### config.mk
export PLATFORM = sky130hd
export DESIGN_NAME = next_fit_slot_allocator
export DESIGN_NICKNAME = d
export VERILOG_FILES = /design/src/rtl/nfsa_pkg.sv /design/src/rtl/nfsa_ram.sv /design/src/rtl/next_fit_slot_allocator.sv
export SDC_FILE = /design/constraint.sdc
export NUM_CORES = 1
export LEC_CHECK = 0
export ABC_AREA = 1
export BUFFER_PORTS_ARGS = -buffer_cell sky130_fd_sc_hd__buf_4
export CAP_MARGIN = 10
export CORE_UTILIZATION = 50
export DETAILED_ROUTE_END_ITERATION = 7
export MAX_ROUTING_LAYER = met4
export PLACE_DENSITY = 0.68
export SETUP_SLACK_MARGIN = 0.02
export SYNTH_ARGS = -nofsm -noshare
export SYNTH_HDL_FRONTEND = slang
export SYNTH_SLANG_ARGS = --single-unit
### constraint.sdc
create_clock -name i_clk -period 5 [get_ports i_clk]
set_input_delay 1.25 -clock i_clk [delete_from_list [all_inputs] [get_ports i_clk]]
set_output_delay 1.25 -clock i_clk [all_outputs]
set_load 0.005 [all_outputs]
### src/rtl/nfsa_pkg.sv
`timescale 1ns / 1ps
// ----------------------------------------------------------------------------
// nfsa_pkg: shared types and constants of the next-fit slot allocator
// Holds the bitmap geometry, the command and result beats, status codes and
// the controller state encoding.
// ----------------------------------------------------------------------------
package nfsa_pkg;

    // Bitmap geometry; capacity and word width are powers of two
    localparam int CAPACITY = 256;
    localparam int WORD_W   = 32;
    localparam int WORDS    = CAPACITY / WORD_W;
    localparam int WADDR_W  = $clog2(WORDS);
    localparam int OFF_W    = $clog2(WORD_W);
    localparam int KCNT_W   = $clog2(WORDS + 1);

    // Field widths
    localparam int SLOT_W   = 8;
    localparam int CFG_W    = 9;
    localparam logic [CFG_W-1:0] CFG_RESET = CFG_W'(256);

    // Command codes
    localparam logic ACT_ALLOC = 1'b0;
    localparam logic ACT_FREE  = 1'b1;

    typedef enum logic [1:0] {
        ST_OK    = 2'd0,
        ST_FULL  = 2'd1,
        ST_RANGE = 2'd2
    } t_status;

    typedef enum logic [1:0] {
        S_IDLE,
        S_SCAN,
        S_FREE
    } t_state;

    typedef struct packed {
        logic              action;
        logic [SLOT_W-1:0] slot_index;
    } t_cmd;

    typedef struct packed {
        logic [SLOT_W-1:0] granted_index;
        t_status           status;
    } t_result;

endpackage

### src/rtl/nfsa_ram.sv
`timescale 1ns / 1ps
// ----------------------------------------------------------------------------
// nfsa_ram: generic single-write, single-read synchronous RAM
// One write port and one read port; read data is registered and appears in the cycle after the read.
// ----------------------------------------------------------------------------
module nfsa_ram #(
    parameter int WIDTH = 32,
    parameter int DEPTH = 8
) (
    input  logic                     i_clk,
    input  logic                     i_we,
    input  logic [$clog2(DEPTH)-1:0] i_waddr,
    input  logic [WIDTH-1:0]         i_wdata,
    input  logic                     i_re,
    input  logic [$clog2(DEPTH)-1:0] i_raddr,
    output logic [WIDTH-1:0]         o_rdata
);

    logic [WIDTH-1:0] r_mem [DEPTH];
    logic [WIDTH-1:0] r_rdata;

    // Write and registered read
    always_ff @(posedge i_clk) begin
        if (i_we) begin
            r_mem[i_waddr] <= i_wdata;
        end
        if (i_re) begin
            r_rdata <= r_mem[i_raddr];
        end
    end

    assign o_rdata = r_rdata;

endmodule

### src/rtl/next_fit_slot_allocator.sv
`timescale 1ns / 1ps
// ----------------------------------------------------------------------------
// next_fit_slot_allocator: next-fit bitmap slot allocator
// Occupancy bitmap in a word-wide RAM, a rover, and a read-modify-write
// controller that answers every command with exactly one result beat.
// ----------------------------------------------------------------------------
// A command is taken when start is high and busy is low; its one result beat
// shows on o_result for a single cycle with o_done high, and the receiver
// must take it then, since the block never holds a result back. A free out of
// range is answered with a range status beat without touching the bitmap, a
// free reads and rewrites one word, and an allocate sweeps the 32-bit bitmap
// words from the rover's word to the word holding the granted slot, up to WORDS
// words past the rover's word; a full heap costs the whole sweep. The bitmap
// RAM's read port delivers one word per cycle to the scan. Reset takes no
// clearing pass: a valid flag per bitmap word makes an unwritten word read as
// free. The user must write slots_in_use through i_cfg_we / i_cfg_wdata only
// while idle; the block itself does not enforce it.
// ----------------------------------------------------------------------------
module next_fit_slot_allocator (
    input  logic                            i_clk,
    input  logic                            i_rst_n,
    input  logic                            start,
    output logic                            busy,
    input  nfsa_pkg::t_cmd                  i_cmd,
    output logic                            o_done,
    output nfsa_pkg::t_result               o_result,
    input  logic                            i_cfg_we,
    input  logic [nfsa_pkg::CFG_W-1:0]      i_cfg_wdata
);

    // Registers
    nfsa_pkg::t_state                    r_state, n_state;
    logic [nfsa_pkg::CFG_W-1:0]          r_slots;
    logic [nfsa_pkg::CFG_W-1:0]          r_rover, n_rover;
    logic [nfsa_pkg::WORDS-1:0]          r_row_vld, n_row_vld;
    logic                                r_rd_vld;
    logic [nfsa_pkg::WADDR_W-1:0]        r_sw, n_sw;
    logic [nfsa_pkg::OFF_W-1:0]          r_off, n_off;
    logic [nfsa_pkg::KCNT_W-1:0]         r_ik, n_ik;
    logic                                r_ev_vld, n_ev_vld;
    logic [nfsa_pkg::KCNT_W-1:0]         r_ev_k, n_ev_k;
    logic [nfsa_pkg::WADDR_W-1:0]        r_ev_addr, n_ev_addr;
    logic [nfsa_pkg::SLOT_W-1:0]         r_fslot, n_fslot;
    logic                                r_done, n_done;
    nfsa_pkg::t_result                   r_res, n_res;

    // RAM ports
    logic                                ram_we, ram_re;
    logic [nfsa_pkg::WADDR_W-1:0]        ram_waddr, ram_raddr;
    logic [nfsa_pkg::WORD_W-1:0]         ram_wdata, ram_rdata;

    // Scan datapath
    logic [nfsa_pkg::CFG_W-1:0]          mng;
    logic [nfsa_pkg::CFG_W-1:0]          start_pos;
    logic [nfsa_pkg::WORD_W-1:0]         word_q;
    logic [nfsa_pkg::WORD_W-1:0]         free_vec;
    logic                                hit;
    logic [nfsa_pkg::OFF_W-1:0]          hit_bit;
    logic [nfsa_pkg::SLOT_W-1:0]         hit_slot;
    logic                                accept;

    nfsa_ram #(
        .WIDTH (nfsa_pkg::WORD_W),
        .DEPTH (nfsa_pkg::WORDS)
    ) u_bitmap (
        .i_clk   (i_clk),
        .i_we    (ram_we),
        .i_waddr (ram_waddr),
        .i_wdata (ram_wdata),
        .i_re    (ram_re),
        .i_raddr (ram_raddr),
        .o_rdata (ram_rdata)
    );

    assign accept = start && !busy;
    assign busy   = (r_state != nfsa_pkg::S_IDLE);

    // Saturate the managed count to the built capacity
    assign mng = (r_slots > nfsa_pkg::CFG_W'(nfsa_pkg::CAPACITY))
               ? nfsa_pkg::CFG_W'(nfsa_pkg::CAPACITY) : r_slots;

    // Scan from the rover, or from zero when the rover is past the range
    assign start_pos = (r_rover < mng) ? r_rover : '0;

    // Words never written read as all free
    assign word_q = ram_rdata & {nfsa_pkg::WORD_W{r_rd_vld}};

    // Mask the word to the managed range and the current sweep phase
    always_comb begin
        free_vec = ~word_q;
        for (int b = 0; b < nfsa_pkg::WORD_W; b++) begin
            if (nfsa_pkg::CFG_W'({r_ev_addr, nfsa_pkg::OFF_W'(b)}) >= mng) begin
                free_vec[b] = 1'b0;
            end
            if (r_ev_k == '0 && nfsa_pkg::OFF_W'(b) < r_off) begin
                free_vec[b] = 1'b0;
            end
            if (r_ev_k == nfsa_pkg::KCNT_W'(nfsa_pkg::WORDS)
                && nfsa_pkg::OFF_W'(b) >= r_off) begin
                free_vec[b] = 1'b0;
            end
        end
    end

    // Pick the lowest free bit
    always_comb begin
        hit     = 1'b0;
        hit_bit = '0;
        for (int b = nfsa_pkg::WORD_W - 1; b >= 0; b--) begin
            if (free_vec[b]) begin
                hit     = 1'b1;
                hit_bit = nfsa_pkg::OFF_W'(b);
            end
        end
    end

    assign hit_slot = {r_ev_addr, hit_bit};

    // Hold the configuration register
    always_ff @(posedge i_clk) begin
        if (!i_rst_n) begin
            r_slots <= nfsa_pkg::CFG_RESET;
        end else if (i_cfg_we) begin
            r_slots <= i_cfg_wdata;
        end
    end

    // State and control registers
    always_ff @(posedge i_clk) begin
        if (!i_rst_n) begin
            r_state   <= nfsa_pkg::S_IDLE;
            r_rover   <= '0;
            r_row_vld <= '0;
            r_ev_vld  <= 1'b0;
            r_done    <= 1'b0;
            r_rd_vld  <= 1'b0;
        end else begin
            r_state   <= n_state;
            r_rover   <= n_rover;
            r_row_vld <= n_row_vld;
            r_ev_vld  <= n_ev_vld;
            r_done    <= n_done;
            if (ram_re) begin
                r_rd_vld <= r_row_vld[ram_raddr];
            end
        end
    end

    // Payload registers
    always_ff @(posedge i_clk) begin
        r_sw      <= n_sw;
        r_off     <= n_off;
        r_ik      <= n_ik;
        r_ev_k    <= n_ev_k;
        r_ev_addr <= n_ev_addr;
        r_fslot   <= n_fslot;
        r_res     <= n_res;
    end

    // Next state, memory access and result
    always_comb begin
        n_state   = r_state;
        n_rover   = r_rover;
        n_row_vld = r_row_vld;
        n_sw      = r_sw;
        n_off     = r_off;
        n_ik      = r_ik;
        n_ev_vld  = 1'b0;
        n_ev_k    = r_ev_k;
        n_ev_addr = r_ev_addr;
        n_fslot   = r_fslot;
        n_done    = 1'b0;
        n_res     = r_res;
        ram_we    = 1'b0;
        ram_waddr = r_ev_addr;
        ram_wdata = word_q;
        ram_re    = 1'b0;
        ram_raddr = '0;

        case (r_state)
            nfsa_pkg::S_IDLE: begin
                if (accept) begin
                    if (i_cmd.action == nfsa_pkg::ACT_ALLOC) begin
                        n_sw    = start_pos[nfsa_pkg::SLOT_W-1:nfsa_pkg::OFF_W];
                        n_off   = start_pos[nfsa_pkg::OFF_W-1:0];
                        n_ik    = '0;
                        n_state = nfsa_pkg::S_SCAN;
                    end else if (nfsa_pkg::CFG_W'(i_cmd.slot_index) < mng) begin
                        // Fetch the word holding the slot to release
                        ram_re    = 1'b1;
                        ram_raddr = i_cmd.slot_index[nfsa_pkg::SLOT_W-1:nfsa_pkg::OFF_W];
                        n_fslot   = i_cmd.slot_index;
                        n_state   = nfsa_pkg::S_FREE;
                    end else begin
                        // Drop an out-of-range free with a status beat
                        n_done              = 1'b1;
                        n_res.granted_index = '0;
                        n_res.status        = nfsa_pkg::ST_RANGE;
                    end
                end
            end

            nfsa_pkg::S_SCAN: begin
                // Issue the next word read of the sweep
                if (r_ik <= nfsa_pkg::KCNT_W'(nfsa_pkg::WORDS)) begin
                    ram_re    = 1'b1;
                    ram_raddr = r_sw + r_ik[nfsa_pkg::WADDR_W-1:0];
                    n_ev_vld  = 1'b1;
                    n_ev_k    = r_ik;
                    n_ev_addr = ram_raddr;
                    n_ik      = r_ik + 1'b1;
                end
                // Evaluate the word read in the previous cycle
                if (r_ev_vld) begin
                    if (hit) begin
                        ram_we    = 1'b1;
                        ram_waddr = r_ev_addr;
                        ram_wdata = word_q | (nfsa_pkg::WORD_W'(1) << hit_bit);
                        n_row_vld[r_ev_addr] = 1'b1;
                        n_rover   = nfsa_pkg::CFG_W'(hit_slot) + 1'b1;
                        n_done    = 1'b1;
                        n_res.granted_index = hit_slot;
                        n_res.status        = nfsa_pkg::ST_OK;
                        n_ev_vld  = 1'b0;
                        n_state   = nfsa_pkg::S_IDLE;
                    end else if (r_ev_k == nfsa_pkg::KCNT_W'(nfsa_pkg::WORDS)) begin
                        n_done    = 1'b1;
                        n_res.granted_index = '0;
                        n_res.status        = nfsa_pkg::ST_FULL;
                        n_ev_vld  = 1'b0;
                        n_state   = nfsa_pkg::S_IDLE;
                    end
                end
            end

            nfsa_pkg::S_FREE: begin
                // Clear the slot bit and pull the rover back to the slot if it lies below
                ram_we    = 1'b1;
                ram_waddr = r_fslot[nfsa_pkg::SLOT_W-1:nfsa_pkg::OFF_W];
                ram_wdata = word_q
                          & ~(nfsa_pkg::WORD_W'(1) << r_fslot[nfsa_pkg::OFF_W-1:0]);
                n_row_vld[ram_waddr] = 1'b1;
                if (nfsa_pkg::CFG_W'(r_fslot) < r_rover) begin
                    n_rover = nfsa_pkg::CFG_W'(r_fslot);
                end
                n_done              = 1'b1;
                n_res.granted_index = '0;
                n_res.status        = nfsa_pkg::ST_OK;
                n_state             = nfsa_pkg::S_IDLE;
            end

            default: begin
                n_state = nfsa_pkg::S_IDLE;
            end
        endcase
    end

    assign o_done   = r_done;
    assign o_result = r_res;

    // Every result beat follows an accepted command or a busy cycle
    a_done_cause: assert property (@(posedge i_clk) disable iff (!i_rst_n)
        o_done |-> ($past(start && !busy) || $past(r_state != nfsa_pkg::S_IDLE)))
        else $error("result beat without a command");

    // An accepted command either goes busy or answers at once
    a_accept_resp: assert property (@(posedge i_clk) disable iff (!i_rst_n)
        (start && !busy) |=> (busy || o_done))
        else $error("accepted command dropped");

    // The bitmap is only written while a command is being served
    a_we_busy: assert property (@(posedge i_clk) disable iff (!i_rst_n)
        ram_we |-> (r_state != nfsa_pkg::S_IDLE))
        else $error("bitmap written while idle");

    // The sweep never evaluates past its closing partial word
    a_sweep_bound: assert property (@(posedge i_clk) disable iff (!i_rst_n)
        r_ev_vld |-> (r_ev_k <= nfsa_pkg::KCNT_W'(nfsa_pkg::WORDS)))
        else $error("scan ran past the bitmap");

endmodule
==> results.sh, run 1 <==
export IMPL_synth_top_area_cell="edfxtp_1"
export IMPL_vias=13000
export IMPL_synth_edff_count=325
export IMPL_setup_violations=0
export IMPL_path_class="reg2reg"
export IMPL_start_util_pct=51.2
export IMPL_grtUsageTotal_pct=28.6
export IMPL_power_density_nw_per_um2=409
export IMPL_seq_area_frac_synth_pct=62.0
export IMPL_dp_hpwl_microns=30200
export IMPL_crit_path_top_delay_cell="dfxtp_1"
export IMPL_critPathMaxFanout=8
export IMPL_clkTransAtPathRegs_ns=0.06
export IMPL_postSynthCellCount=1682
export IMPL_die_height_microns=185
export IMPL_tightest_slew_ns=0.917
export IMPL_core_area_sq_um=32700
export IMPL_ant_nets=0
export IMPL_ys_flop_type="edfxtp_1"
export IMPL_grt_pass1_vias=12200
export IMPL_antenna_cells=0
export IMPL_area_growth_syn_to_layout_pct=15.9
export IMPL_r2r_slack_ns=0.27
export IMPL_worst_hold_path_endpoint="r_row_vld[6]"
export IMPL_dp_cells=2157
export IMPL_async_reset_ff_share_pct=0
export IMPL_crit_path_start_kind="flop"
export IMPL_place_area_sq_um=18000
export IMPL_wirelength_microns=47000
export IMPL_numPortBuffers=33
export IMPL_cp_required_ns=5.40
export IMPL_io_pins=34
export IMPL_synth_area_top_cells="edfxtp_1, nor2_1, o21ai_0"
export IMPL_grt_max_degree=130
export IMPL_synth_top_area_share_pct=58.3
export IMPL_worst_slew_margin_rel_pct=38.7
export IMPL_fin_crit_ns=4.73
export IMPL_cts_root_buf="clkbuf_16"
export IMPL_dieArea_sq_um=34200
export IMPL_finalClockSkew_ns=0.0242
export IMPL_cts_sink_count=356
export IMPL_synth_common_cells="nor2_1, edfxtp_1, nand2_1"
export IMPL_synth_warning_count=0
export IMPL_drive_gt1_share_pct=13.3
export IMPL_synthesis_nets=1740
export IMPL_final_area_sq_um=19400
export IMPL_grt_pass1_wl_microns=70600
export IMPL_crit_top_cell="nor2_1"
export IMPL_peakVddDrop_v=0.000292
export IMPL_rows=66
export IMPL_cts_hold_buffers=0
export IMPL_hold_viol=0
export IMPL_r2r_end="u_bitmap.r_mem[5][15]"
export IMPL_drt_first_pass_iters=6
export IMPL_remaining_drc_errors=0
export IMPL_finalCritPeriodShare_pct=94.7
export IMPL_endpoint_kind="flop"
export IMPL_place_congestion=1.01
export IMPL_overflow=0
export IMPL_n_fill_cell=2774
export IMPL_status="completed"
export IMPL_instances_no_fill=2230
export IMPL_routed_via_density=5.82
export IMPL_hold_path_class="reg2reg"
export IMPL_hold_path_startpoint="r_row_vld[6]"
export IMPL_wl_per_cell_microns=21.1
export IMPL_nets=1818
export IMPL_clockBufferDepth=3
export IMPL_whs_path_depth=1
export IMPL_htree_num_levels=2
export IMPL_cp_top_family="simple AND/OR/NAND/NOR gates"
export IMPL_maxCapViolations=0
export IMPL_ys_types=52
export IMPL_antenna_found_initial=0
export IMPL_yosysMostFrequentCell="nor2_1"
export IMPL_clk_latency_ns=0.55
export IMPL_fp_dieW_microns=185
export IMPL_cts_buffers=38
export IMPL_slowest_delay_ns=0.35
export IMPL_avgSynthCellArea_sq_um=9.95
export IMPL_crit_buf_inv=5
export IMPL_drv_slew=0
export IMPL_synthesis_area_sq_um=16700
export IMPL_cts_tree="built"
export IMPL_r2r_start="r_slots[0]"
export IMPL_yosys_register_bits=356
export IMPL_cp_data_arrival_time_ns=5.14
export IMPL_cellLeakagePower_uw=0.00724
export IMPL_fmax_ghz=0.211
export IMPL_first_iter_violations=1541
export IMPL_startpoint="r_slots[0]"
export IMPL_r2r_cells=31
==> layout by cell type, fill, tap and decap left out, types with 38 or more instances in the layout <==
cell         n
buf_4       93
a21oi_1     56
a31oi_1     39
clkbuf_16   38
nor2_1     360
o22ai_1     46
o21ai_0    191
edfxtp_1   325
inv_1      126
nand2_1    207
==> worst reg2reg max path: cells and delay by family (launching register included) <==
family,cells,cell delay (ns)
compound gates,6,1.06
fa+ha+maj,2,0.56
buf+inv,5,0.62
flops,1,0.35
simple gates,18,2.02
==> stage by stage <==
| stage | setup slack, ns | utilization, % | hold slack [ns] | setup TNS [ns] | total power [uW] |
|---|---|---|---|---|---|
| after floorplan | -0.512 | - | 0.426 | -131.17 | 4600 |
| after global placement | 0.107 | 55.2 | 0.443 | 0 | 5140 |
| after detailed placement | 0.0792 | 55.2 | 0.449 | 0 | 5170 |
| after CTS | 0.0397 | 58.9 | 0.462 | 0 | 7920 |
| after global routing | -0.00240 | 59.3 | 0.480 | -0.00799 | 8250 |
| final | 0.267 | 59.3 | 0.465 | 0 | 7930 |
==> repair_timing <==
item / in CTS / in global routing
hold endpoints to repair: 0 / 0
resized for setup: 0 / 28
buffers inserted: 0 / 4
setup endpoints to repair: 0 / 489
==> layer usage <==
metal  GRT usage [%]  routed length [microns]
met1            39.5                    20700
met2            43.1                    21400
met3            4.19                     3490
met4            10.1                     1500
met5               -                        0
==> registers in the layout, indices dropped and copies added (netlist names), 2 cells and up <==
| name | cells |
|---|---|
| r_sw | 3 |
| r_off | 5 |
| r_slots | 9 |
| r_rover | 9 |
| r_ev_addr | 3 |
| r_ev_k | 4 |
| u_bitmap.r_mem | 256 |
| u_bitmap.o_rdata | 32 |
| r_fslot | 8 |
| r_row_vld | 8 |
| r_ik | 4 |
| o_result | 10 |
| r_state | 2 |
==> logic make-up (layout without fill, tap and decap cells) <==
group	after synthesis	in the layout	share of synthesized area, %
fa+ha+maj	36	36	2.74
simple gates	666	666	16.1
compound gates	408	408	14.2
xor+xnor	3	3	0.157
buf+inv	213	319	4.84
flops	356	356	62.0
==> final cells by class <==
cell class                      instances  area [sq um]  share of cell area, %
Sequential cell                       356         10400                   53.5
Multi-Input combinational cell       1113          5700                   29.4
Timing Repair Buffer                  109          1010                   5.20
Clock buffer                           41           962                   4.96
Tap cell                              442           553                   2.85
Inverter                              142           537                   2.77
Clock inverter                         27           258                   1.33
==> power by group <==
group          internal (uW)  switching (uW)
registers               3490            85.8
clock network           1610            1160
logic                    507            1080
==> worst max path at each step <==
stage	to	slack [ns]	depth (start not counted)
final	u_bitmap.r_mem[5][15]	0.27	31
after global routing	u_bitmap.r_mem[2][11]	-0.002	45
after CTS	u_bitmap.r_mem[3][23]	0.04	44
after detailed placement	u_bitmap.r_mem[3][23]	0.08	44
after global placement	u_bitmap.r_mem[1][23]	0.11	46
after floorplan	u_bitmap.r_mem[6][0]	-0.51	24
Note: power is estimated with default switching activity, not from simulation.
==> inputs of run 2 (changes only) <==
--- a/config.mk
+++ b/config.mk
@@ -11,7 +11,7 @@
 export CORE_UTILIZATION = 50
 export DETAILED_ROUTE_END_ITERATION = 7
 export MAX_ROUTING_LAYER = met4
-export PLACE_DENSITY = 0.68
+export PLACE_DENSITY = 0.74
 export SETUP_SLACK_MARGIN = 0.02
 export SYNTH_ARGS = -nofsm -noshare
 export SYNTH_HDL_FRONTEND = slang
==> constraint.sdc (replaced) <==
create_clock -name i_clk -period 5 [get_ports i_clk]
set_input_delay 1.25 -clock i_clk [delete_from_list [all_inputs] [get_ports i_clk]]
set_output_delay 1.25 -clock i_clk [all_outputs]
set_load 0.01 [all_outputs]
==> results.sh, run 2 (same netlist as run 1, synthesis figures left out) <==
export IMPL_status="completed"
export IMPL_cellLeakagePower_uw=0.00723
export IMPL_rows=66
export IMPL_vias=13000
export IMPL_cp_data_arrival_time_ns=5.00
export IMPL_path_class="reg2reg"
export IMPL_fin_setup_tns_ns=0
export IMPL_die_height_microns=185
export IMPL_start_util_pct=51.2
export IMPL_area_growth_syn_to_layout_pct=16.1
export IMPL_numPortBuffers=33
export IMPL_dp_cells=2151
export IMPL_clockBufferDepth=3
export IMPL_wl_per_cell_microns=20.8
export IMPL_endpoint_kind="flop"
export IMPL_tightest_slew_ns=0.854
export IMPL_remaining_drc_errors=0
export IMPL_fp_dieW_microns=185
export IMPL_instances_no_fill=2224
export IMPL_drive_gt1_share_pct=12.8
export IMPL_layout_commonest_cell="nor2_1"
export IMPL_crit_path_start_kind="flop"
export IMPL_finalCritPeriodShare_pct=95.1
export IMPL_power_density_nw_per_um2=416
export IMPL_first_iter_violations=1364
export IMPL_grt_pass1_vias=12300
export IMPL_ant_nets=0
export IMPL_overflow=0
export IMPL_largest_register="u_bitmap.r_mem"
export IMPL_drv_slew=0
export IMPL_antenna_cells=0
export IMPL_maxCapViolations=0
export IMPL_peakVddDrop_v=0.000299
export IMPL_place_congestion=1.05
export IMPL_final_util_pct=59.5
export IMPL_cts_buffers=38
export IMPL_dp_hpwl_microns=29800
export IMPL_cts_sink_count=356
export IMPL_core_area_sq_um=32700
export IMPL_fmax_ghz=0.210
export IMPL_dieArea_sq_um=34200
export IMPL_drt_first_pass_iters=5
export IMPL_grtUsageTotal_pct=28.3
export IMPL_cp_required_ns=5.24
export IMPL_multiInputGateArea_sq_um=5740
export IMPL_antenna_found_initial=0
export IMPL_final_cell_mix="nor2_1, edfxtp_1, nand2_1"
export IMPL_nets=1811
export IMPL_hold_path_class="reg2reg"
export IMPL_r2r_cells=25
export IMPL_clk_latency_ns=0.55
export IMPL_wirelength_microns=46200
export IMPL_whs_path_depth=0
export IMPL_cts_tree="built"
export IMPL_cts_root_buf="clkbuf_16"
export IMPL_htree_num_levels=2
export IMPL_grt_pass1_wl_microns=70600
export IMPL_cts_hold_buffers=0
export IMPL_hold_viol=0
export IMPL_setup_violations=0
export IMPL_critPathMaxFanout=32
export IMPL_io_pins=34
export IMPL_n_fill_cell=2709
export IMPL_largest_reg_flops=256
export IMPL_pre_cts_ws_ns=0.0956
export IMPL_fin_crit_ns=4.75
export IMPL_rsz0062_at_grt="no"
export IMPL_p_total_uw=8100
export IMPL_routed_via_density=5.84
export IMPL_grt_max_degree=92
export IMPL_finalClockSkew_ns=0.0295
export IMPL_layout_setup_ws_ns=0.246
export IMPL_clkTransAtPathRegs_ns=0.06
export IMPL_worst_slew_margin_rel_pct=42.9
export IMPL_seqCellArea_sq_um=10400
[run 2: worst max-delay path: stages, from the launching register on]
cell       delay, ns
dfxtp_1         0.36
nor2_1          0.13
nand2_1         0.10
o21ai_4         0.19
nand2_1         0.12
ha_1            0.33
nand2_1         0.12
nor2_4          0.16
inv_2           0.11
nor2_4          0.16
inv_2           0.08
o21ai_0         0.42
a31oi_1         0.18
o2111ai_1       0.17
nand2_1         0.12
nor2_1          0.21
nand2_1         0.10
nor2_1          0.14
inv_2           0.07
nor2_1          0.27
inv_2           0.07
nand2_1         0.10
nand2_1         0.05
nand2_1         0.32
nor3_2          0.10
buf_12          0.22
[run 2: worst paths after layout]
path | startpoint | to | slack, ns
setup / recovery | r_slots[3] | u_bitmap.r_mem[4][2] | 0.25
hold / removal | r_ik[3] | r_ev_k[3] | 0.45
setup reg to reg | r_slots[3] | u_bitmap.r_mem[4][2] | 0.25
hold reg to reg | r_ik[3] | r_ev_k[3] | 0.45
[run 2: through the flow]
step,area (sq um),hold slack [ns]
detailed placement,18000,0.439
finish,19400,0.452
CTS,19300,0.453
global placement,18000,0.434
floorplan,16700,0.426
global route,19400,0.474
[run 2: what timing repair did]
action | 4_1_cts | 5_1_grt
buffers inserted | 0 | 3
setup endpoints to repair | 0 | 319
gates resized for setup | 0 | 30
[run 2: area by class of cell]
| class | count | area share (%) |
|---|---|---|
| clock buffers | 45 | 5.03 |
| well taps | 442 | 2.84 |
| multi-input cells | 1113 | 29.5 |
| repair buffers | 102 | 4.77 |
| inverters | 142 | 2.76 |
| clock inverters | 24 | 1.71 |
| flip-flops and latches | 356 | 53.4 |
[run 2: power breakdown]
group / leakage [uW] / internal, uW / switching [uW]
Sequential: 0.00328 / 3490 / 82.1
Combinational: 0.00332 / 497 / 1100
Clock: 0.000635 / 1780 / 1160
[run 2: metal layers]
metal	global-route usage [%]	routed length (microns)
met5	-	0
met4	8.30	1220
met2	44.3	22000
met1	38.3	19400
met3	4.21	3560
